File: config.mk
export PLATFORM = sky130hd
export DESIGN_NAME = crds_map
export DESIGN_NICKNAME = d
export VERILOG_FILES = /design/src/hdl/character_row_dot_stretcher_assert.svh /design/src/hdl/crds_pkg.sv /design/src/hdl/crds_map.sv
export SDC_FILE = /design/constraint.sdc
export NUM_CORES = 1
export LEC_CHECK = 0
export ABC_CLOCK_PERIOD_IN_PS = 4100
export BUFFER_PORTS_ARGS = -buffer_cell sky130_fd_sc_hd__buf_2
export CAP_MARGIN = 20
export CORE_MARGIN = 2
export CORE_UTILIZATION = 46
export DETAILED_ROUTE_END_ITERATION = 16
export MAX_ROUTING_LAYER = met4
export PLACE_DENSITY = 0.92
export SLEW_MARGIN = 10
export SYNTH_ARGS = -nofsm -noshare
export SYNTH_HDL_FRONTEND = slang
export SYNTH_SLANG_ARGS = --single-unit
File: constraint.sdc
create_clock -name clock -period 4.1 [get_ports clock]
set_input_delay 0.41 -clock clock [delete_from_list [all_inputs] [get_ports clock]]
set_output_delay 0.41 -clock clock [all_outputs]
set_load 0.005 [all_outputs]
File: src/hdl/character_row_dot_stretcher_assert.svh
// assertion macros for the character row dot stretcher
// used by the top level only; needs a clock and an active-high reset
`ifndef CHARACTER_ROW_DOT_STRETCHER_ASSERT_SVH
`define CHARACTER_ROW_DOT_STRETCHER_ASSERT_SVH

// same-cycle implication
`define CRDS_ASSERT_NOW(name, clk, rst, ante, cons) \
   name: assert property (@(posedge clk) disable iff (rst) (ante) |-> (cons)) \
      else $error("crds check failed");

// next-cycle implication
`define CRDS_ASSERT_NEXT(name, clk, rst, ante, cons) \
   name: assert property (@(posedge clk) disable iff (rst) (ante) |=> (cons)) \
      else $error("crds check failed");

`endif

File: src/hdl/crds_pkg.sv
`timescale 1ns / 1ps
// shared types, constants and the scan row mapping of the dot stretcher
// no dependencies
package crds_pkg;

   localparam int GLYPH_ROWS     = 16;
   localparam int CELL_SCAN_ROWS = 10;
   localparam int GLYPH_COUNT    = 128;
   localparam int STORE_DEPTH    = GLYPH_COUNT * GLYPH_ROWS;
   localparam int ADDR_W         = $clog2(STORE_DEPTH);
   localparam int ROW_W          = $clog2(GLYPH_ROWS);
   localparam int CODE_W         = 8;
   localparam int GLYPH_SEL_W    = $clog2(GLYPH_COUNT);
   localparam int SCAN_W         = 4;
   localparam int BYTE_W         = 8;
   localparam int PIX_W          = 20;
   localparam int CNT_W          = 5;
   localparam int NARROW_PIX     = 10;
   localparam int WIDE_PIX       = 20;
   localparam int REQ_DATA_W     = 40;
   localparam int RSP_DATA_W     = 32;

   typedef enum logic {
      OP_LOAD   = 1'b0,
      OP_RENDER = 1'b1
   } op_type;

   typedef enum logic [1:0] {
      LINE_DH_BOTTOM = 2'd0,
      LINE_DH_TOP    = 2'd1,
      LINE_DWIDTH    = 2'd2,
      LINE_NORMAL    = 2'd3
   } line_type_type;

   // sideband carried with each render item
   typedef struct packed {
      logic dbl;
      logic inv;
   } ctl_type;

   // scan row to store entry; glyph row 0 sits in the last entry
   function automatic logic [ROW_W-1:0] glyph_entry(input logic [SCAN_W-1:0] scan,
                                                    input logic [1:0] kind);
      logic [ROW_W-1:0] r;
      case (kind)
         LINE_DH_BOTTOM: r = ROW_W'({1'b0, scan[SCAN_W-1:1]}) + ROW_W'(CELL_SCAN_ROWS / 2);
         LINE_DH_TOP:    r = ROW_W'({1'b0, scan[SCAN_W-1:1]});
         default:        r = ROW_W'(scan);
      endcase
      return (r == '0) ? ROW_W'(GLYPH_ROWS - 1) : r - ROW_W'(1);
   endfunction

endpackage

File: src/hdl/crds_map.sv
`timescale 1ns / 1ps
// first stage: store address and control flags of a render item
// depends on crds_pkg
module crds_map import crds_pkg::*; (
   input  logic                 clock,
   input  logic                 reset,
   input  logic                 advance,
   input  logic                 in_valid,
   input  logic [CODE_W-1:0]    char_code,
   input  logic [SCAN_W-1:0]    scan_row,
   input  logic [1:0]           line_type,
   input  logic                 reverse_mode,
   output logic                 s1_valid,
   output logic [ADDR_W-1:0]    s1_addr,
   output ctl_type              s1_ctl
);

   logic              valid_ff;
   logic [ADDR_W-1:0] addr_ff, addr_in;
   ctl_type           ctl_ff, ctl_in;

   // glyph select and row mapping
   always_comb begin
      addr_in    = {char_code[GLYPH_SEL_W-1:0], glyph_entry(scan_row, line_type)};
      ctl_in.dbl = (line_type == LINE_DWIDTH);
      ctl_in.inv = reverse_mode & char_code[CODE_W-1];
   end

   // valid bit
   always_ff @(posedge clock) begin
      if (reset) begin
         valid_ff <= 1'b0;
      end else if (advance) begin
         valid_ff <= in_valid;
      end
   end

   // payload
   always_ff @(posedge clock) begin
      if (advance) begin
         addr_ff <= addr_in;
         ctl_ff  <= ctl_in;
      end
   end

   assign s1_valid = valid_ff;
   assign s1_addr  = addr_ff;
   assign s1_ctl   = ctl_ff;

endmodule

## Word-level counts from Yosys, hierarchy flattened

Index checks and enable logic that the tools add are counted.

| storage, ports and cells | value |
|---|---|
| bits of input ports | 19 |
| logic and storage cells | 13 |
| register bits after elaboration | 14 |
| output and inout port bits | 14 |

| cells by class | value |
|---|---|
| bitwise logic cells | 1 |
| reductions and logical operators | 2 |
| multiplexer cells | 1 |
| eq/ne operators | 2 |
| $add $sub $neg | 2 |

Operators with widths:

| cell | number |
|---|---|
| 4-bit one-hot mux with 2 select lines | 1 |
| 3-bit by 3-bit adder with 4-bit output, second input constant | 1 |
| 4-bit logical NOT | 1 |
| 4-bit by 1-bit subtractor with 4-bit output, second input constant | 1 |
| 2-bit by 1-bit equality test with 1-bit output, second input constant | 1 |
| 2-bit equality test, second input constant | 1 |
| 2-bit logical NOT | 1 |
| 1-bit AND | 1 |

## Longest topological paths before layout

| logic depth | value |
|---|---|
| depth in word-level cells | 3 |
| mapped depth | 7 |
| depth with buffers taken out | 7 |

## Least setup slack after synthesis

No wires, ideal clock.

| path | value |
|---|---|
| path type | input -> register |
| from | in scan_row[1] |
| to | reg addr_ff[3] (netlist: s1_addr[3]) (data pin) |
| library setup time | 0.269 ns |
| stages | 5 |
| path buffers | 0 |
| setup slack | 2.329 ns |
| data arrival time | 1.502 ns |
| data required time | 3.831 ns |
| cells stage by stage | ha_1 or4b_1 o211ai_2 and2b_2 a22oi_2 |

| between the ends | value |
|---|---|
| longest elaborated chain between the ends | 3 |
| elaborated cells between the ends (all ways) | 4 |
| those cells by class | add/sub (2); mux (1); reduce/logical (1) |

RTL lines:

| item | RTL line | source |
|---|---|---|
| start, declared | crds_map.sv:10 | `input logic [SCAN_W-1:0] scan_row,` |
| 3-bit by 3-bit adder with 4-bit output | crds_pkg.sv:46 | `LINE_DH_BOTTOM: r = ROW_W'({1'b0, scan[SCAN_W-1:1]}) + ROW_W'(CELL_SCAN_ROWS / 2);` |
| 4-bit one-hot mux with 2 select lines (*) | crds_pkg.sv:45 | `case (kind)` |
| 4-bit by 1-bit subtractor with 4-bit output / 4-bit logical NOT (equally long branches) | crds_pkg.sv:50 | `return (r == '0) ? ROW_W'(GLYPH_ROWS - 1) : r - ROW_W'(1);` |
| end signal, assigned | crds_map.sv:41 | `addr_ff <= addr_in;` |
| end, declared | crds_map.sv:19 | `logic [ADDR_W-1:0] addr_ff, addr_in;` |

Mark *: on every way between the ends. The rest lies on a longest branch, timed or not.
A chain may end at the register's enable or synchronous reset.

## Worst setup path after layout

Ends and elaborated chain as after synthesis.

==> run_results.csv <==
group,metric,value,unit
grt,grtUsageTotal,14.78,%
timing,maxSlewHeadroom,78.23,%
synth,netlist_instances,45,
worst_setup_path,rr_worst_depth,2,
die,die_h,42.22,um
drt,detail-route-antenna-nets,0,
power,internal-power,0.2529,mW
die,rows,13,
cts,h-tree-depth,1,
grt,grt_max_degree,15,
synth,ys.flop_type,"edfxtp_1",
timing,finalHoldViolCount,0,
synth,synth_edf_count,13,
cts,cts.clk_slew.worst_paths,0.08,ns
timing,fin_crit,1.700,ns
timing,worst_pin_slew,0.3241,ns
synth,yosysTopAreaCell,"edfxtp_1",
finish,multi_input_area,239.0,um2
drt,wl_per_cell,12.12,um
power,clkPwrFrac,29.4,%
synth,ys_warn_count,0,
worst_setup_path,r2r_slack,3.48,ns
synth,yosysUniqueCellTypes,28,
synth,postSynthAreaPerCell,14.93,um2
finish,fillCellCount,112,
hold_path,hold_depth,2,
worst_setup_path,cp-end-kind,"register",
cts,cts_buffers,3,
drt,vias_per_cell,5.064,
power,p_switching,0.06915,mW
placement,portBuffers,32,
cts,cts_tree,"yes",
drt,firstDrtPassIters,4,
grt,grt_first_pass_wirelength,1828,um
synth,synth_nets,66,
drt,drtIter0Drc,5,
die,die_area,0.001783,mm2
cts,clockBufferDepth,2,
worst_setup_path,crit_type,"in2reg",
die,coreArea,0.001334,mm2
synth,syn-cell-area,671.9,um2
power,power_frac_seq,54.1,%
finish,post-route-util,65.10,%
finish,drive_gt1_share,54.43,%
timing,drv_slew,0,
finish,regArea,410.4,um2
job,drv_cap,0,
worst_setup_path,crit_required,4.11,ns
synth,yosysMostFrequentCell,"edfxtp_1",
placement,gp_congestion,0.6550,
power,power_frac_comb,16.5,%
grt,grt_overflow,0,
drt,vias,476,
finish,areaGrowthSynthToFinish,29.24,%
power,power.switching_fraction,21.47,%
synth,yosysTopAreaCellShare,58.10,%
cts,cts_hold_buffers,0,
die,fp.dieW,42.22,um
power,power_density,370.9,mW/mm2
cts,cts_num_sinks,14,
die,num_io_pins,33,
drt,wirelength,1139,um
hold_path,holdCritPathClass,"in2reg",
timing,holdWs,0.2886,ns
die,start_util,50.38,%
cts,cts-root-buf,"clkbuf_4",
timing,fmax,588.3,MHz
worst_setup_path,crit_path_max_fanout,7,
grt,antenna_found_initial,0,
timing,setup_viol,0,
power,p_leak,0.3857,nW
cts,cts-resized-gates,0,
synth,synth-seq-area-share,61.08,%
finish,antenna_cells,0,
timing,finalSetupTns,0,ns
timing,fin_skew,0,ns
synth,ys_ff_latch,14,
run_status,outcome,"complete, no violations",
grt,grt_pass1_vias,420,
finish,fin_nets,101,
cts,worstSkewPairLatency,0.27,ns
worst_setup_path,worstPathArrival,1.71,ns
drt,drc,0,
placement,hpwl,901.5,um
cts,cts_setup_buffers,0,
power,peakVddDrop,0.0001640,V
timing,rsz0062_at_grt,"no",
synth,postSynth.asyncResetShare,0,%
worst_setup_path,startpoint_type,"input pin",
timing,period_share,41.46,%
synth,synth_top_cells_by_area,"edfxtp_1 (58%), ha_1 (3.7%), o31ai_4 (3.2%)",
==> layout by cell type (no fill, tap or decap), types with 2 or more instances in the layout <==
cell,n
buf_2,32
clkbuf_4,3
edfxtp_1,13
ha_1,2
mux2i_1,2
nor2_1,2
or2b_1,2
xnor2_1,2
==> per-layer routing <==
layer,global-route usage (%),share of wire [%],vias to the layer above
met2,21.85,45,30
li1,-,-,237
met5,-,0,-
met3,5.603,12,2
met1,15.88,42,207
met4,11.25,0.97,0
==> sequential cells by signal (all words and copies together), names as in the netlist <==
signal,count
s1_addr,11
s1_ctl,2
s1_valid,1
==> kinds of logic after synthesis <==
kind of cell	count (synthesis)	share of synthesized area (%)
flip-flops	14	61.08
AND/OR/NAND/NOR	14	14.52
AO/OA/AOI/OAI	8	11.73
multiplexers	2	2.980
adder cells (fa/ha/maj)	2	3.724
XOR/XNOR	2	2.608
buffers and inverters	3	3.352
==> through the flow <==
step                      instances  instance area (um2)  worst slack (ns)  power (mW)
after CTS                        94                868.3             2.400      0.3241
after detailed placement         90                832.0             2.107      0.2313
after floorplan                  45                671.9             2.329      0.2057
after global routing             94                868.3             2.317      0.3384
after global placement           90                832.0             2.151      0.2287
final                            94                868.3             2.400      0.3220
==> final cells by class <==
type / count / share of cell area [%]
sequential: 14 / 47.26
multi-input combinational: 28 / 27.52
timing repair buffer: 32 / 18.44
clock buffer: 4 / 4.179
tap: 15 / 2.161
inverter: 1 / 0.4323
==> path summary, 6_finish.rpt <==
path / start / to
hold reg to reg: s1_valid$_SDFFE_PP0P_ / s1_valid$_SDFFE_PP0P_
setup / recovery: scan_row[1] / s1_addr[3]$_SDFFCE_PN1P_
hold / removal: reset / s1_valid$_SDFFE_PP0P_
setup reg to reg: s1_valid$_SDFFE_PP0P_ / s1_valid$_SDFFE_PP0P_
==> power by group through the flow <==
| stage | clock network [mW] | logic, mW | registers (mW) |
|---|---|---|---|
| after detailed placement | 0 | 0.0534 | 0.178 |
| after floorplan | 0 | 0.0253 | 0.180 |
| final | 0.0948 | 0.0530 | 0.174 |
| after CTS | 0.0959 | 0.0536 | 0.175 |
| after global placement | 0 | 0.0513 | 0.177 |
| after global routing | 0.104 | 0.0585 | 0.176 |
==> worst max-delay path: stages <==
cell and delay (ns):
buf_2 0.14, ha_1 0.30, or4b_1 0.54, o211ai_2 0.10, and2b_2 0.17, a22oi_2 0.04
(Power assumes the default switching activity.)
