**config.mk**
```make
export PLATFORM = sky130hd
export DESIGN_NAME = crds_stretch
export DESIGN_NICKNAME = d
export VERILOG_FILES = /design/src/hdl/character_row_dot_stretcher_assert.svh /design/src/hdl/crds_pkg.sv /design/src/hdl/crds_stretch.sv
export SDC_FILE = /design/constraint.sdc
export NUM_CORES = 1
export LEC_CHECK = 0
export ABC_CLOCK_PERIOD_IN_PS = 1260
export BUFFER_PORTS_ARGS = -buffer_cell sky130_fd_sc_hd__buf_2
export CAP_MARGIN = 20
export CORE_MARGIN = 8
export CORE_UTILIZATION = 30
export CTS_CLUSTER_SIZE = 16
export DETAILED_ROUTE_END_ITERATION = 8
export SLEW_MARGIN = 5
export SYNTH_ARGS = -nofsm -noshare
export SYNTH_HDL_FRONTEND = slang
export SYNTH_SLANG_ARGS = --single-unit
```
**constraint.sdc**
```tcl
create_clock -name clock -period 1.26 [get_ports clock]
set_clock_uncertainty 0.1 [all_clocks]
set_input_delay 0.063 -clock clock [delete_from_list [all_inputs] [get_ports clock]]
set_output_delay 0.063 -clock clock [all_outputs]
set_load 0.02 [all_outputs]
```
**src/hdl/character_row_dot_stretcher_assert.svh**
```systemverilog
// assertion macros for the character row dot stretcher
// used by the top level only; needs a clock and an active-high reset
`ifndef CHARACTER_ROW_DOT_STRETCHER_ASSERT_SVH
`define CHARACTER_ROW_DOT_STRETCHER_ASSERT_SVH

// same-cycle implication
`define CRDS_ASSERT_NOW(name, clk, rst, ante, cons) \
   name: assert property (@(posedge clk) disable iff (rst) (ante) |-> (cons)) \
      else $error("crds check failed");

// next-cycle implication
`define CRDS_ASSERT_NEXT(name, clk, rst, ante, cons) \
   name: assert property (@(posedge clk) disable iff (rst) (ante) |=> (cons)) \
      else $error("crds check failed");

`endif

```
**src/hdl/crds_pkg.sv**
```systemverilog
`timescale 1ns / 1ps
// shared types, constants and the scan row mapping of the dot stretcher
// no dependencies
package crds_pkg;

   localparam int GLYPH_ROWS     = 16;
   localparam int CELL_SCAN_ROWS = 10;
   localparam int GLYPH_COUNT    = 128;
   localparam int STORE_DEPTH    = GLYPH_COUNT * GLYPH_ROWS;
   localparam int ADDR_W         = $clog2(STORE_DEPTH);
   localparam int ROW_W          = $clog2(GLYPH_ROWS);
   localparam int CODE_W         = 8;
   localparam int GLYPH_SEL_W    = $clog2(GLYPH_COUNT);
   localparam int SCAN_W         = 4;
   localparam int BYTE_W         = 8;
   localparam int PIX_W          = 20;
   localparam int CNT_W          = 5;
   localparam int NARROW_PIX     = 10;
   localparam int WIDE_PIX       = 20;
   localparam int REQ_DATA_W     = 40;
   localparam int RSP_DATA_W     = 32;

   typedef enum logic {
      OP_LOAD   = 1'b0,
      OP_RENDER = 1'b1
   } op_type;

   typedef enum logic [1:0] {
      LINE_DH_BOTTOM = 2'd0,
      LINE_DH_TOP    = 2'd1,
      LINE_DWIDTH    = 2'd2,
      LINE_NORMAL    = 2'd3
   } line_type_type;

   // sideband carried with each render item
   typedef struct packed {
      logic dbl;
      logic inv;
   } ctl_type;

   // scan row to store entry; glyph row 0 sits in the last entry
   function automatic logic [ROW_W-1:0] glyph_entry(input logic [SCAN_W-1:0] scan,
                                                    input logic [1:0] kind);
      logic [ROW_W-1:0] r;
      case (kind)
         LINE_DH_BOTTOM: r = ROW_W'({1'b0, scan[SCAN_W-1:1]}) + ROW_W'(CELL_SCAN_ROWS / 2);
         LINE_DH_TOP:    r = ROW_W'({1'b0, scan[SCAN_W-1:1]});
         default:        r = ROW_W'(scan);
      endcase
      return (r == '0) ? ROW_W'(GLYPH_ROWS - 1) : r - ROW_W'(1);
   endfunction

endpackage

```
**src/hdl/crds_stretch.sv**
```systemverilog
`timescale 1ns / 1ps
// third stage: dot stretching, padding, width doubling and inversion
// depends on crds_pkg
module crds_stretch import crds_pkg::*; (
   input  logic                 clock,
   input  logic                 reset,
   input  logic                 advance,
   input  logic                 s2_valid,
   input  logic [BYTE_W-1:0]    s2_byte,
   input  ctl_type              s2_ctl,
   output logic                 s3_valid,
   output logic [PIX_W-1:0]     s3_pixel_row,
   output logic [CNT_W-1:0]     s3_pixel_count
);

   logic              valid_ff;
   logic [PIX_W-1:0]  pix_ff, pix_in;
   logic [CNT_W-1:0]  cnt_ff, cnt_in;
   logic [BYTE_W-1:0] dot;
   logic [BYTE_W-1:0] left;
   logic [PIX_W-1:0]  narrow;
   logic [PIX_W-1:0]  wide;

   // dot k is byte bit 7-k; each row starts with a dark left neighbour
   always_comb begin
      narrow = '0;
      wide   = '0;
      for (int k = 0; k < BYTE_W; k++) begin
         dot[k] = s2_byte[BYTE_W-1-k];
      end
      left = {dot[BYTE_W-2:0], 1'b0};
      for (int k = 0; k < BYTE_W; k++) begin
         narrow[k]    = dot[k] | left[k];
         wide[2*k]    = dot[k] | left[k];
         wide[2*k+1]  = dot[k];
      end
      // pad with the last dot
      narrow[NARROW_PIX-1:BYTE_W]   = {2{s2_byte[0]}};
      wide[WIDE_PIX-1:2*BYTE_W]     = {4{s2_byte[0]}};
      if (s2_ctl.dbl) begin
         pix_in = wide ^ {PIX_W{s2_ctl.inv}};
         cnt_in = CNT_W'(WIDE_PIX);
      end else begin
         pix_in = narrow ^ {{(PIX_W-NARROW_PIX){1'b0}}, {NARROW_PIX{s2_ctl.inv}}};
         cnt_in = CNT_W'(NARROW_PIX);
      end
   end

   // valid bit
   always_ff @(posedge clock) begin
      if (reset) begin
         valid_ff <= 1'b0;
      end else if (advance) begin
         valid_ff <= s2_valid;
      end
   end

   // payload
   always_ff @(posedge clock) begin
      if (advance) begin
         pix_ff <= pix_in;
         cnt_ff <= cnt_in;
      end
   end

   assign s3_valid       = valid_ff;
   assign s3_pixel_row   = pix_ff;
   assign s3_pixel_count = cnt_ff;

endmodule

```
== After elaboration in Yosys (flattened, before gate mapping) ==
Cells that the tools add are included.

* Register bits after elaboration: 26
* Input bits: 14
* Output and inout port bits: 26
* Logic and storage cells: 14

* Multiplexer cells: 2
* Bitwise logic cells: 9

{| class="wikitable"
|+ Operators by type and width
! operator !! number
|-
| 20-bit two-way mux || 1
|-
| 20-bit bitwise XOR || 1
|-
| 10-bit bitwise XOR || 1
|-
| 1-bit OR || 7
|-
| 5-bit two-way mux || 1
|}

== Logic depth before layout (Yosys ltp) ==
* Depth after elaboration: 3
* Mapped depth: 5

== Least setup slack after synthesis ==
No wires, ideal clock.

* Path kind: in2reg
* Start: input s2_ctl[1] (netlist name)
* End: register pix_ff[6] (netlist: s3_pixel_row[6]) (data pin)
* Library setup time: 260 ps
* Arrival: 578 ps
* Required time: 900 ps
* Slack: 322 ps
* Cell stages on the path: 4
* Path through: buf_6 nor3b_1 a21oi_2 xor2_1

* Cells in the longest elaborated chain, start to end: 1

{| class="wikitable"
|+ Ends and longest elaborated chain
! item !! line !! text
|-
| start, declared || crds_stretch.sv:10 || <nowiki>input ctl_type s2_ctl,</nowiki>
|-
| 20-bit two-way mux || crds_stretch.sv:40 || <nowiki>if (s2_ctl.dbl) begin</nowiki>
|-
| named net pix_in[6] || crds_stretch.sv:17 || <nowiki>logic [PIX_W-1:0] pix_ff, pix_in;</nowiki>
|-
| end signal, assigned || crds_stretch.sv:61 || <nowiki>pix_ff <= pix_in;</nowiki>
|-
| end, declared || crds_stretch.sv:17 ||
|}

The timed path passes the listed nets, and every way through them passes these cells.
A chain may end at the register's enable or synchronous reset.

==> flow_results.org <==
** Route
- Total via count after detailed routing :: 627
- For this run, design rule violations remaining after detail routing come to 0.
- Dividing the detail-routed wire length by the instance count gives about 12 um.
- The count of nets left with antenna violations once routing finished came out at 0.
- Iter 0 DRT Violations :: 26
- Before antenna repair, the detailed router went through 4 iterations.
- Detailed Route WL :: 1.89 mm
- Via density per instance :: 4.07

** Timing
- On the final layout, the worst hold slack is 0.0269 ns.
- Total Neg Setup Slack :: 0 ns
- For this run, the top clock speed supported by timing is 939 MHz.
- Setup repair after global routing missed its margin :: no
- Final period demand of the worst path :: 1.07 ns
- Share of the clock period used by the worst path :: a little over four fifths
- The number of pins with negative max-slew slack in the final report was 0.
- The final count of hold timing violations was 0.
- Setup WS post-layout :: 0.195 ns
- Count of final setup violators :: 0

** Setup path
- Worst path bufs/invs :: 1
- The worst setup path is captured at a primary output.
- Type of the worst setup path :: flop to primary output
- Slowest cell on crit path :: edfxtp_1
- Traced cell by cell, the critical path runs through buf_2.
- Along the worst path, the maximum fanout reaches 5.
- Largest delay share family, worst path :: flip-flops
- Arrival time of data at the critical path endpoint :: about 0.90 ns
- STA puts the critical path data required time at about 1.1 ns.
- The worst setup path is launched from a flop.
- Delay of the slowest cell on the worst path :: 0.43 ns

** CTS
- Deepest level of the CTS H-tree :: 1
- Clock network latency to the later pin of the worst-skew pair :: 0.28 ns
- CTS Sinks :: 19
- TritonCTS created 3 clock buffers.
- Setup Buffers After CTS :: 0
- Root buf cell :: clkbuf_4
- TritonCTS built the clock tree.
- Counting along the longest clock path gives a buffer depth of 2.
- CTS clk-pin slew, worst paths :: ~0.1 ns

** Finish
- The area growth from synthesis to layout is 23.2%.
- Commonest non-fill, non-tap cell in the layout :: buf_2
- Counting the fill cells in the layout gives 321.
- In the layout the commonest cells are buf_2, edfxtp_1, nor2_1, xor2_1, xnor2_1.
- Final cell area excluding filler cells :: 1180 um^2
- Summing all multi-input logic gate instances after layout gives roughly 300 um^2.
- 0 antenna diodes ended up in the layout.
- Fraction of final layout cells sized beyond drive strength 1 :: 42.7%
- Sequential Area :: 562 um^2
- The net count of the finished layout is 125.

** Pwr
- Ratio of total power to cell area :: 1200 nW/um^2
- In this run the static leakage power is 0.493 nW.
- IR Drop Worst-Case VDD :: 0.000240 V
- Post-route total power :: 1.42 mW

** Logic synthesis
- Cell area after synthesis :: 961 um^2
- Number of different library cells in the post-synthesis netlist :: 20
- The share of synthesized area in the top cell type comes to 56.3%.
- The synthesized design contains 19 register bits.
- Synthesis produced 76 cells.
- Synth area leaders :: edfxtp_1, xor2_1, buf_4
- After synthesis, flip-flops and latches occupy 58.3% of the total area.
- Yosys warning count :: 0
- After synthesis, the mean cell area works out to 12.6 um^2.
- The number of nets in the synthesized netlist is 90.
- Of all cell types, the one taking the most synthesized area is edfxtp_1.

** Die
- The floorplan step defined a die boundary enclosing 5270 um^2.
- Die height :: 72.6 um
- Number of standard-cell rows in the floorplan :: 20
- In this run the horizontal extent of the chip is 72.6 um.
- Initial Util :: a little under a third
- The core region is ~3000 um^2.
- Number of top-level pins :: 40

** Placed design
- Detailed placer's ending HPWL :: roughly 1.5 mm
- RePlAce Congestion :: 0.771
- Summing all placed instances gives a cell area of about 1100 um^2.
- Before CTS, the worst setup slack after placement is 0.139 ns.
- I/O Buffers :: 38

** Global route
- First-pass GRT wire length :: 3.14 mm
- Largest net degree at the start of global routing :: 20
- Number of antenna violations at the first check in global routing :: 0
- Via count of the first global-routing pass :: 676
- GRT overflow :: 0
- For this run, the total global-route usage over all layers was measured as 7.53%.

** Job
- Number of maximum-capacitance violations :: 0

** Status
- Outcome :: complete, no violations

** Worst hold path
- HP Class :: input pin to flop
## layout make-up
class	count	share of cell area, %
flip-flops and latches	19	47.5
multi-input cells	44	25.4
well taps	44	4.65
repair buffers	41	19.5
inverters	2	0.846
clock buffers	4	2.22
## final timing paths
| kind | end | cells past startpoint | slack, ns | from |
|---|---|---|---|---|
| setup reg to reg | s3_valid | 2 | 0.57 | s3_valid |
| hold / removal | s3_pixel_row[0] | 2 | 0.03 | s2_byte[7] |
| setup / recovery | s3_pixel_row[19] | 1 | 0.19 | s3_pixel_row[18] |
| hold reg to reg | s3_valid | 2 | 0.39 | s3_valid |
## what timing repair did
| item | 4_1_cts | 5_1_grt |
|---|---|---|
| gates resized for setup | 0 | 1 |
| hold buffers | 2 | 1 |
| endpoints found under the hold margin | 1 | 1 |
| setup endpoints to repair | 0 | 1 |
## cell families after synthesis
family,count (synthesis),synth area share (%)
flops,19,58.3
simple gates,17,7.68
xor+xnor,16,14.6
buf+inv,13,10.4
compound gates,7,5.47
mux,3,3.13
other cells,1,0.390
## report_power, final
group | internal (mW) | switching, mW | leakage, nW | total (mW)
Sequential | 0.767 | 0.0157 | 0.184 | 0.783
Combinational | 0.124 | 0.222 | 0.294 | 0.346
Clock | 0.123 | 0.168 | 0.0150 | 0.291
## routing by layer
metal,part of all wire (%),wire length (um),global-route usage [%]
met5,0,0,0
met4,1.1,21,4.00
met3,7.1,134,2.06
met2,56,1050,14.6
met1,36,684,6.82
## synth_stat cells
| cell type | count |
|---|---|
| mux2i_1 | 3 |
| a21oi_2 | 3 |
| buf_4 | 9 |
| buf_6 | 2 |
| xor2_1 | 9 |
| nand2b_1 | 1 |
| inv_4 | 1 |
| o31ai_1 | 1 |
| inv_1 | 1 |
| a21oi_1 | 2 |
| conb_1 | 1 |
| nor3b_1 | 1 |
| o2bb2ai_1 | 1 |
| nor2b_1 | 1 |
| nor2_1 | 12 |
| dfxtp_1 | 1 |
| nand2_1 | 1 |
| edfxtp_1 | 18 |
| nor3_1 | 1 |
| xnor2_1 | 7 |
## per-stage QoR
stage | std cells | utilization, %
after global placement | 148 | 37.2
after detailed placement | 148 | 37.2
final | 154 | 38.8
after floorplan | 76 | -
after global routing | 154 | 38.8
after CTS | 154 | 38.7
## registers in the layout (all words and copies together) (netlist names)
register and flops:
s3_pixel_count 2, s3_pixel_row 16, s3_valid 1
Power figures use the tool's default switching activity.
